===== src/sv/bphd_pkg.sv =====
package bphd_pkg;

  // Integrator width and the field widths
  localparam int INTEG_WIDTH = 20;
  localparam int TEMP_W      = 12;
  localparam int HUM_W       = 10;
  localparam int SP_W        = 10;
  localparam int BAND_W      = 6;
  localparam int DUTY_W      = 7;
  localparam int STATUS_W    = 2;
  localparam int CFG_IDX_W   = 8;
  localparam int CFG_DATA_W  = 10;

  // Working width for the band compares and the error
  localparam int CMP_W = 14;
  // The error inside the band is below 64 in magnitude
  localparam int ERR_W = 8;
  // PI numerator: integrator plus 100*err plus the rounding offset
  localparam int NUM_W = ((INTEG_WIDTH > CMP_W) ? INTEG_WIDTH : CMP_W) + 2;

  // Plausibility limits, tenths
  localparam int TEMP_MAX = 990;
  localparam int TEMP_MIN = -100;
  localparam int HUM_MAX  = 990;

  // Duty levels
  localparam logic [DUTY_W-1:0] DUTY_OFF    = 7'd0;
  localparam logic [DUTY_W-1:0] DUTY_FULL   = 7'd99;
  localparam logic [DUTY_W-1:0] DUTY_ABSENT = 7'd50;

  // Divide by ten through a reciprocal: floor(n/10) = (n*205) >> 11 for n < 1029
  localparam int RECIP_10   = 205;
  localparam int RECIP_SH   = 11;
  localparam int QNUM_W     = 10;
  localparam int NUM_CLAMP  = 1000;
  localparam int P_GAIN     = 100;
  localparam int ROUND_OFFS = 500;

  // Status codes
  localparam logic [STATUS_W-1:0] ST_REGULATE = 2'd0;
  localparam logic [STATUS_W-1:0] ST_OFF      = 2'd1;
  localparam logic [STATUS_W-1:0] ST_FULL     = 2'd2;
  localparam logic [STATUS_W-1:0] ST_ABSENT   = 2'd3;

  // Register indexes
  localparam logic [CFG_IDX_W-1:0] REG_SETPOINT = 8'd0;
  localparam logic [CFG_IDX_W-1:0] REG_BAND     = 8'd1;

  localparam logic [BAND_W-1:0] BAND_RESET = 6'd5;

  typedef struct packed {
    logic                     sensor_ok;
    logic signed [TEMP_W-1:0] temperature_tenths;
    logic [HUM_W-1:0]         humidity_tenths;
  } bphd_in_t;

  typedef struct packed {
    logic [DUTY_W-1:0]   duty_percent;
    logic [STATUS_W-1:0] status;
  } bphd_out_t;

  typedef struct packed {
    logic [SP_W-1:0]   setpoint_tenths;
    logic [BAND_W-1:0] band_tenths;
  } bphd_cfg_t;

  typedef struct packed {
    logic                          drop;
    logic                          integ_we;
    logic signed [INTEG_WIDTH-1:0] integ_nxt;
    bphd_out_t                     res;
  } bphd_calc_t;

endpackage


===== src/sv/band_pi_heater_duty_unit.sv =====
// Channel | Direction | Handshake            | Payload
// in_     | input     | in_valid / in_ready  | in_data   (bphd_in_t)
// out_    | output    | out_valid / out_ready| out_data  (bphd_out_t)
// cfg_    | input     | cfg_valid / cfg_ready| cfg_index, cfg_wdata
//
// One reading a cycle unless a stalled result holds the input register.
// The input register feeds the PI logic, the result register holds the duty.
// The integrator is updated as a present, plausible reading leaves the input register.
// A stalled result holds the input register; a dropped reading never waits.
// Synchronous active-low reset clears valids, integrator and setpoint and sets the band to 5.
module band_pi_heater_duty_unit (
  input  logic                            clk,
  input  logic                            rst_n,
  input  logic                            in_valid,
  output logic                            in_ready,
  input  bphd_pkg::bphd_in_t              in_data,
  output logic                            out_valid,
  input  logic                            out_ready,
  output bphd_pkg::bphd_out_t             out_data,
  input  logic                            cfg_valid,
  output logic                            cfg_ready,
  input  logic [bphd_pkg::CFG_IDX_W-1:0]  cfg_index,
  input  logic [bphd_pkg::CFG_DATA_W-1:0] cfg_wdata
);
  import bphd_pkg::*;

  bphd_cfg_t                     cfg_q;
  bphd_calc_t                    calc;
  bphd_in_t                      s1_data_r;
  logic                          s1_vld_r;
  logic                          s1_vld_nxt;
  bphd_out_t                     out_data_r;
  logic                          out_vld_r;
  logic                          out_vld_nxt;
  logic signed [INTEG_WIDTH-1:0] integ_r;
  logic                          s1_go;
  logic                          in_take;
  logic                          res_load;

  bphd_cfg_regs u_cfg (
    .clk       (clk),
    .rst_n     (rst_n),
    .cfg_valid (cfg_valid),
    .cfg_ready (cfg_ready),
    .cfg_index (cfg_index),
    .cfg_wdata (cfg_wdata),
    .cfg_q     (cfg_q)
  );

  bphd_calc u_calc (
    .item  (s1_data_r),
    .cfg   (cfg_q),
    .integ (integ_r),
    .calc  (calc)
  );

  // Advance the input register when the result slot frees or the reading drops
  assign s1_go    = s1_vld_r && (calc.drop || !out_vld_r || out_ready);
  assign res_load = s1_go && !calc.drop;
  assign in_ready = !s1_vld_r || s1_go;
  assign in_take  = in_valid && in_ready;

  always_comb begin
    s1_vld_nxt = s1_vld_r;
    if (in_take) begin
      s1_vld_nxt = 1'b1;
    end else if (s1_go) begin
      s1_vld_nxt = 1'b0;
    end
  end

  always_comb begin
    out_vld_nxt = out_vld_r;
    if (res_load) begin
      out_vld_nxt = 1'b1;
    end else if (out_ready) begin
      out_vld_nxt = 1'b0;
    end
  end

  // Hold control state
  always_ff @(posedge clk) begin
    if (!rst_n) begin
      s1_vld_r  <= 1'b0;
      out_vld_r <= 1'b0;
      integ_r   <= '0;
    end else begin
      s1_vld_r  <= s1_vld_nxt;
      out_vld_r <= out_vld_nxt;
      if (s1_go && calc.integ_we) begin
        integ_r <= calc.integ_nxt;
      end
    end
  end

  // Capture payloads
  always_ff @(posedge clk) begin
    if (in_take) begin
      s1_data_r <= in_data;
    end
    if (res_load) begin
      out_data_r <= calc.res;
    end
  end

  assign out_valid = out_vld_r;
  assign out_data  = out_data_r;

`ifndef SYNTHESIS
  a_clear_on_force: assert property (@(posedge clk) disable iff (!rst_n)
    (s1_go && !calc.drop && (calc.res.status == ST_OFF || calc.res.status == ST_FULL))
    |=> (integ_r == '0))
    else $error("integrator not cleared after forced duty");

  a_absent_keeps_integ: assert property (@(posedge clk) disable iff (!rst_n)
    (s1_go && !s1_data_r.sensor_ok) |=> $stable(integ_r))
    else $error("integrator changed on absent sensor");

  a_duty_range: assert property (@(posedge clk) disable iff (!rst_n)
    out_valid |-> (out_data.duty_percent <= DUTY_FULL))
    else $error("duty above limit");

  a_empty_ready: assert property (@(posedge clk) disable iff (!rst_n)
    !s1_vld_r |-> in_ready)
    else $error("input stalled with empty stage");
`endif

endmodule


===== src/sv/bphd_cfg_regs.sv =====
module bphd_cfg_regs (
  input  logic                            clk,
  input  logic                            rst_n,
  input  logic                            cfg_valid,
  output logic                            cfg_ready,
  input  logic [bphd_pkg::CFG_IDX_W-1:0]  cfg_index,
  input  logic [bphd_pkg::CFG_DATA_W-1:0] cfg_wdata,
  output bphd_pkg::bphd_cfg_t             cfg_q
);
  import bphd_pkg::*;

  logic [SP_W-1:0]   setpoint_r;
  logic [BAND_W-1:0] band_r;

  // Always ready; writes are registered
  assign cfg_ready = 1'b1;

  // Decode the index and hold the registers; unknown indexes are ignored
  always_ff @(posedge clk) begin
    if (!rst_n) begin
      setpoint_r <= '0;
      band_r     <= BAND_RESET;
    end else if (cfg_valid) begin
      case (cfg_index)
        REG_SETPOINT: setpoint_r <= cfg_wdata[SP_W-1:0];
        REG_BAND:     band_r     <= cfg_wdata[BAND_W-1:0];
        default: ;
      endcase
    end
  end

  assign cfg_q.setpoint_tenths = setpoint_r;
  assign cfg_q.band_tenths     = band_r;

endmodule


===== src/sv/bphd_calc.sv =====
module bphd_calc (
  input  bphd_pkg::bphd_in_t                   item,
  input  bphd_pkg::bphd_cfg_t                  cfg,
  input  logic signed [bphd_pkg::INTEG_WIDTH-1:0] integ,
  output bphd_pkg::bphd_calc_t                 calc
);
  import bphd_pkg::*;

  localparam logic signed [INTEG_WIDTH:0] ACC_MAX = (INTEG_WIDTH+1)'((64'sd1 <<< (INTEG_WIDTH-1)) - 1);
  localparam logic signed [INTEG_WIDTH:0] ACC_MIN = (INTEG_WIDTH+1)'(-(64'sd1 <<< (INTEG_WIDTH-1)));

  logic signed [CMP_W-1:0]       temp_s;
  logic signed [CMP_W-1:0]       sp_s;
  logic signed [CMP_W-1:0]       band_s;
  logic signed [CMP_W-1:0]       err_full;
  logic signed [ERR_W-1:0]       err;
  logic signed [INTEG_WIDTH:0]   acc_wide;
  logic signed [INTEG_WIDTH-1:0] acc;
  logic signed [NUM_W-1:0]       num;
  logic [QNUM_W+DUTY_W+1-1:0]    prod;
  logic [DUTY_W-1:0]             duty_pi;
  logic                          implausible;
  logic                          forced_off;
  logic                          forced_full;

  // Widen the operands to a common signed width
  assign temp_s   = CMP_W'(item.temperature_tenths);
  assign sp_s     = signed'({{(CMP_W-SP_W){1'b0}}, cfg.setpoint_tenths});
  assign band_s   = signed'({{(CMP_W-BAND_W){1'b0}}, cfg.band_tenths});
  assign err_full = sp_s - temp_s;
  assign err      = err_full[ERR_W-1:0];

  // Plausibility and band decisions
  assign implausible = (temp_s > CMP_W'(TEMP_MAX)) || (temp_s < CMP_W'(TEMP_MIN)) ||
                       (item.humidity_tenths > HUM_W'(HUM_MAX));
  assign forced_off  = (sp_s <= temp_s - band_s);
  assign forced_full = (sp_s >= temp_s + band_s);

  // Saturating integrator sum
  always_comb begin
    acc_wide = (INTEG_WIDTH+1)'(integ) + (INTEG_WIDTH+1)'(err);
    if (acc_wide > ACC_MAX) begin
      acc = ACC_MAX[INTEG_WIDTH-1:0];
    end else if (acc_wide < ACC_MIN) begin
      acc = ACC_MIN[INTEG_WIDTH-1:0];
    end else begin
      acc = acc_wide[INTEG_WIDTH-1:0];
    end
  end

  // PI numerator, then clamp and divide by ten
  assign num  = NUM_W'(err) * NUM_W'(P_GAIN) + NUM_W'(ROUND_OFFS) + NUM_W'(acc);
  assign prod = (QNUM_W+DUTY_W+1)'(num[QNUM_W-1:0]) * (QNUM_W+DUTY_W+1)'(RECIP_10);

  always_comb begin
    if (num < 0) begin
      duty_pi = DUTY_OFF;
    end else if (num >= NUM_W'(NUM_CLAMP)) begin
      duty_pi = DUTY_FULL;
    end else begin
      duty_pi = prod[RECIP_SH +: DUTY_W];
    end
  end

  // Pick the result and the integrator update
  always_comb begin
    calc.drop      = 1'b0;
    calc.integ_we  = 1'b0;
    calc.integ_nxt = acc;
    calc.res.duty_percent = duty_pi;
    calc.res.status       = ST_REGULATE;
    if (!item.sensor_ok) begin
      calc.res.duty_percent = DUTY_ABSENT;
      calc.res.status       = ST_ABSENT;
    end else if (implausible) begin
      calc.drop = 1'b1;
    end else if (forced_off) begin
      calc.integ_we  = 1'b1;
      calc.integ_nxt = '0;
      calc.res.duty_percent = DUTY_OFF;
      calc.res.status       = ST_OFF;
    end else if (forced_full) begin
      calc.integ_we  = 1'b1;
      calc.integ_nxt = '0;
      calc.res.duty_percent = DUTY_FULL;
      calc.res.status       = ST_FULL;
    end else begin
      calc.integ_we = 1'b1;
    end
  end

endmodule

===== config.mk =====
export PLATFORM = sky130hd
export DESIGN_NAME = band_pi_heater_duty_unit
export DESIGN_NICKNAME = d
export VERILOG_FILES = /design/src/sv/bphd_pkg.sv /design/src/sv/band_pi_heater_duty_unit.sv /design/src/sv/bphd_cfg_regs.sv /design/src/sv/bphd_calc.sv
export SDC_FILE = /design/constraint.sdc
export NUM_CORES = 1
export LEC_CHECK = 0
export BUFFER_PORTS_ARGS = -buffer_cell sky130_fd_sc_hd__buf_2
export CAP_MARGIN = 10
export CELL_PAD_IN_SITES_DETAIL_PLACEMENT = 1
export CELL_PAD_IN_SITES_GLOBAL_PLACEMENT = 2
export CORE_ASPECT_RATIO = 0.9
export CORE_MARGIN = 1
export CORE_UTILIZATION = 35
export CTS_CLUSTER_SIZE = 8
export DETAILED_ROUTE_END_ITERATION = 7
export MAX_ROUTING_LAYER = met4
export PLACE_DENSITY_LB_ADDON = 0.3
export SYNTH_ARGS = -nofsm -noshare
export SYNTH_HDL_FRONTEND = slang
export SYNTH_SLANG_ARGS = --single-unit

===== constraint.sdc =====
create_clock -name clk -period 11.4 [get_ports clk]
set_input_delay 2.28 -clock clk [delete_from_list [all_inputs] [get_ports clk]]
set_output_delay 2.28 -clock clk [all_outputs]
set_load 0.05 [all_outputs]

After elaboration in Yosys (flattened, before gate mapping)
Index checks and enable logic that the tools add are counted.
{"block": "word_totals", "reg_bits": 70, "in_bits": 46, "output_inout_bits": 12, "elab_cells": 58}
{"block": "op_classes", "add_sub_neg": 6, "n_mul": 2, "n_lt_le_gt_ge": 9, "n_eq_ne": 1, "n_mux": 13, "n_reduce_logical": 17}
{"cell": "2-to-1 mux 29 bit", "n": 2}
{"cell": "2-to-1 mux 20 bit", "n": 2}
{"cell": "2-to-1 mux 30 bit", "n": 1}
{"cell": "adder 22 x 10 -> 22 bit, second input constant", "n": 1}
{"cell": "adder 22 x 20 -> 22 bit", "n": 1}
{"cell": ">= comparator 22 x 11 -> 1 bit, second input constant", "n": 1}
{"cell": "less-than comparator 22 x 1 -> 1 bit, second input constant", "n": 1}
{"cell": "2-to-1 mux 22 bit", "n": 1}
{"cell": "adder 20 x 8 -> 21 bit", "n": 1}
{"cell": "greater-than comparator 21 x 20 -> 1 bit, second input constant", "n": 1}
{"cell": "less-than comparator 21 x 20 -> 1 bit, second input constant", "n": 1}
{"cell": "multiplier 10 x 8 -> 18 bit, second input constant", "n": 1}
{"cell": "multiplier 8 x 6 -> 14 bit, second input constant", "n": 1}
{"cell": "2-to-1 mux 7 bit", "n": 2}
{"cell": "adder 12 x 7 -> 13 bit", "n": 1}
{"cell": ">= comparator 11 x 13 -> 1 bit", "n": 1}
{"cell": "less-or-equal comparator 11 x 13 -> 1 bit", "n": 1}
{"cell": "subtractor 12 x 7 -> 13 bit", "n": 1}
{"cell": "greater-than comparator 12 x 11 -> 1 bit, second input constant", "n": 1}
{"cell": "less-than comparator 12 x 8 -> 1 bit, second input constant", "n": 1}
{"cell": "greater-than comparator 10 bit, second input constant", "n": 1}
{"cell": "equality test 8 x 1 -> 1 bit, second input constant", "n": 1}
{"cell": "zero test 8 bit", "n": 1}
{"cell": "subtractor 8 bit", "n": 1}
{"cell": "6 further kinds", "n": 21}

Logic depth before layout (Yosys ltp)
{"block": "logic_depth", "depth_word": 19, "mapped_depth": 46, "mapped_depth_nobuf": 44}

Modules after synthesis
From an unflattened synthesis, not the netlist that was laid out.
{"block": "unflattened", "hier_cells": 1039, "hier_area_um2": 8866.0}
{"mod": "bphd_calc", "instances": 1, "cells_each": 836, "area_each_um2": 6323.6, "seq_area_each_um2": 0.0}
{"mod": "band_pi_heater_duty_unit", "instances": 1, "cells_each": 130, "area_each_um2": 1868.0, "seq_area_each_um2": 1401.3}
{"mod": "bphd_cfg_regs", "instances": 1, "cells_each": 73, "area_each_um2": 674.4, "seq_area_each_um2": 320.3}

Least setup slack after synthesis
No wires, ideal clock.
{"block": "synth_path", "path_kind": "reg-to-reg", "startpoint": "reg s1_data_r[11] (netlist name)", "endpoint": "reg out_data_r, in the netlist out_data[6], data pin", "setup_ns": 0.255, "t_arrival_ns": 10.488, "t_required_ns": 11.145, "setup_slack_ns": 0.657, "path_stages_with_launch": 44, "path_buffers": 2, "period_less_slack_ns": 10.743, "cell_sequence": "edfxtp_1 inv_1 ha_1 nor2b_1 o21ai_0 a21boi_0 o21a_1 nor2_1 o21bai_1 a21oi_1 xnor2_1 ha_1 buf_6 a21oi_2 o21ai_1 a2111oi_2 inv_1 o21ai_0 [8 not listed] a21oi_1 xnor2_1 ha_1 inv_1 fa_1 inv_1 fa_1 inv_1 fa_1 inv_1 ha_1 nand4_1 or4_1 a311oi_2 o31ai_2 a21boi_1 o21ai_0 a31o_1"}
{"block": "synth_between", "elab_chain_cells": 12, "word_cells_on_any_way": 25, "classes_between": "add/sub (6); mul (2); order compare (8); mux (7); reduce/logical (2)"}
{"item": "from (decl)", "line_no": "band_pi_heater_duty_unit.sv:29", "source": "bphd_in_t s1_data_r;"}
{"item": "from (signal assigned)", "line_no": "band_pi_heater_duty_unit.sv:99", "source": "s1_data_r <= in_data;"}
{"item": "branches (longest 11 deep; another with adder 22 x 10 -> 22 bit)"}
{"item": "2-to-1 mux 30 bit *", "line_no": "bphd_calc.sv:75", "source": "end else if (implausible) begin"}
{"item": "to (signal assigned)", "line_no": "band_pi_heater_duty_unit.sv:102", "source": "out_data_r <= calc.res;"}
{"item": "to (decl)", "line_no": "band_pi_heater_duty_unit.sv:32", "source": "bphd_out_t out_data_r;"}
Every way passes the cells marked *.
A chain may end at the register's enable or synchronous reset.

Worst setup path in the final report
Same ends and word-level chain as after synthesis.

==> metrics <==
status complete, no violations; fin crit share 0.927; slowest CP cell fa_1; first-pass GRT wire length roughly 38000 microns; Worst Path Class, Setup reg2reg; Post-Route WL 23400 microns; clock sink count 70; num rows 54; Synth area leaders ha_1 25%, edfxtp_1 11%, dfxtp_1 8.9%, fa_1 6.1%, inv_1 5.4%; max-cap check violation count 0; Main synth FF type dfxtp_1; router iterations before antenna repair 4; Initial Utilization 0.355; YS warnings 0; Worst Skew about 9.4 ps; minimum clock period after layout 10570 ps; crit-path leading delay family compound AO/OA/AOI/OAI gates; Hold Violations, Final 0; post-synthesis sequential area ratio 0.200; Syn Nets 1228; GRT overflow 0; Avg Synthesized Cell Area between 8 and 9 sq um; startpoint class of the critical path flip-flop; DRC violations left 0; multi-input combinational cell area 6380 sq um; Routed Antenna Nets 0; I/O Buffers 56; number of CTS-inserted buffers 9; Worst-Margin Slew approximately 1100 ps; fin nets 1285; post-synthesis cell count 987; Synth top area share 0.246; Synth async-reset ratio 0; Crit path largest cell delay 530 ps; launching point of the worst reg2reg path s1_data_r[11]; # diodes 0; Worst Setup EP out_data[6]; CP max FO 14; critical path depth between 40 and 50; Max Fclk 94.6 MHz; DIE AREA 25200 sq um; die height 151 microns; Synth Cell Area 8590 sq um; Slew Viols, Final 0; Tot GR Track Use 0.198; Slew HR 0.231; IO Count 58; Clock Latency Late Sink 350 ps; Hold Crit Class reg2reg; Die X 167 microns; CP endpoint kind flip-flop; final worst setup slack between 800 and 900 ps; Worst EP required 11500 ps; vias in the first global route 7341; register area 1720 sq um; CP Buf/Inv Count 7; Synth area leader ha_1; r2r endpoint out_data[6]; Reg2Reg Depth 42; WL/cell between 15 and 20 microns; Starting DRT DRC Count 230; Unique masters post-synth 78; hold path depth 2; #FFs+latches synth 70; clock-pin slew on the worst setup and hold paths 60 ps; H-Tree Depth 3; DR vias 7145; fillers 2926; number of synthesized flops with an enable pin 32; Finish-stage setup viols 0; placed wire-length estimate between 15000 and 20000 microns; share of cells above drive strength 1 0.106; P&R area growth vs syn 11.6%; WP data arrival 10670 ps; initial antenna violation count 0; largest net degree at the start of global routing 37; CTS tree done; GPL Wtd Cong 0.830; R2R Setup Slk 830 ps; Core Area 24200 sq um; Max clock buf depth 2; Worst Setup SP s1_data_r[11]; Place WS 223 ps; post-DR vias/cell roughly 5.3; clk root buf clkbuf_16
sequential cells by signal, indices dropped and copies added, names as in the netlist:
| register | cells |
|---|---|
| s1_data_r | 23 |
| s1_vld_r | 1 |
| out_valid | 1 |
| u_cfg.band_r | 6 |
| integ_r | 20 |
| out_data | 9 |
| u_cfg.setpoint_r | 10 |
synth_stat cells (3+ instances only):
| cell type | count |
|---|---|
| ha_1 | 169 |
| inv_1 | 123 |
| nor2_1 | 86 |
| a21oi_1 | 71 |
| nand2_1 | 54 |
| o21ai_0 | 44 |
| dfxtp_1 | 38 |
| xnor2_1 | 36 |
| edfxtp_1 | 32 |
| xor2_1 | 28 |
| fa_1 | 26 |
| a21o_1 | 20 |
| mux2i_1 | 19 |
| nand2b_1 | 18 |
| a2bb2oi_1 | 14 |
| nand3_1 | 14 |
| nor3_1 | 14 |
| nor2b_1 | 13 |
| o21bai_1 | 13 |
| a31oi_1 | 12 |
| o21a_1 | 12 |
| clkbuf_1 | 10 |
| nand4_1 | 8 |
| and3_1 | 7 |
| a21boi_0 | 6 |
| a211oi_1 | 5 |
| a221oi_1 | 5 |
| a31o_2 | 5 |
| or3_1 | 5 |
| a31o_1 | 4 |
| and2_1 | 4 |
| buf_2 | 4 |
| nor4_1 | 3 |
| nor4b_1 | 3 |
| o211ai_1 | 3 |
| o22ai_1 | 3 |
| o31ai_1 | 3 |
| or4_1 | 3 |
layer usage:
metal / vias to the layer above / track usage / share of wire / wire length (microns)
li1: 3613 / - / - / -
met1: 3477 / 0.263 / 0.51 / 12000
met3: 10 / 0.0208 / 0.013 / 308
met4: 0 / 0.0343 / 0.0073 / 170
met2: 45 / 0.328 / 0.47 / 10900
met5: - / - / 0 / 0
repair_timing:
action / 4_1_cts / 5_1_grt
resized for setup: 0 / 9
hold buffers: 0 / 0
buffers inserted: 0 / 0
endpoints found under the setup margin: 0 / 5
worst min path at each step:
stage,startpoint,endpoint
CTS,integ_r[17],integ_r[17]
floorplan,integ_r[10],integ_r[10]
global route,integ_r[17],integ_r[17]
detailed placement,integ_r[17],integ_r[17]
global placement,integ_r[11],integ_r[11]
finish,integ_r[11],integ_r[11]
stage by stage:
| step | hold slack (ps) | cell area, sq um | cells | util | setup TNS (ps) |
|---|---|---|---|---|---|
| final | 464 | 9580 | 1357 | 0.396 | 0 |
| after global routing | 481 | 9580 | 1357 | 0.396 | -79.7 |
| after CTS | 468 | 9530 | 1357 | 0.394 | 0 |
| after detailed placement | 456 | 9230 | 1341 | 0.382 | 0 |
| after global placement | 452 | 9230 | 1341 | 0.382 | 0 |
| after floorplan | 436 | 8590 | 987 | - | 0 |
worst reg2reg max path, delay by kind of cell (launching register included):
family,cells,cell delay [ps]
AOI/OAI and AO/OA,18,3760
xor gates and xnor gates,2,390
adders and majority gates,10,3640
buffers and inverters,7,680
DFF,1,510
and+or+nand+nor,5,1320
logic make-up (layout without fill, tap and decap cells):
family,Yosys count,after routing,synth area share
xor gates and xnor gates,64,64,0.0653
adders and majority gates,195,195,0.307
AOI/OAI and AO/OA,253,253,0.201
buffers and inverters,141,203,0.0640
muxes,20,20,0.0235
other,1,1,0.000437
DFF,70,70,0.200
and+or+nand+nor,243,243,0.138
cell usage in the layout (no fill, tap or decap), types with 26 or more instances in the layout:
cell	instances
edfxtp_1	32
xor2_1	28
nor2_1	86
a21oi_1	71
ha_1	168
dfxtp_1	38
inv_1	123
fa_1	26
o21ai_0	43
nand2_1	54
buf_2	56
xnor2_1	35
final cells by class:
class                      count  area share
multi-input combinational    776       0.666
inverter                     124      0.0486
clock inverter                 7     0.00757
tap                          308      0.0402
sequential                    70       0.180
timing repair buffer          63      0.0347
clock buffer                   9      0.0235
Power is left out: the tool's default activity adds up to more than one toggle a clock period on the data nets, which glitch-free logic cannot reach.
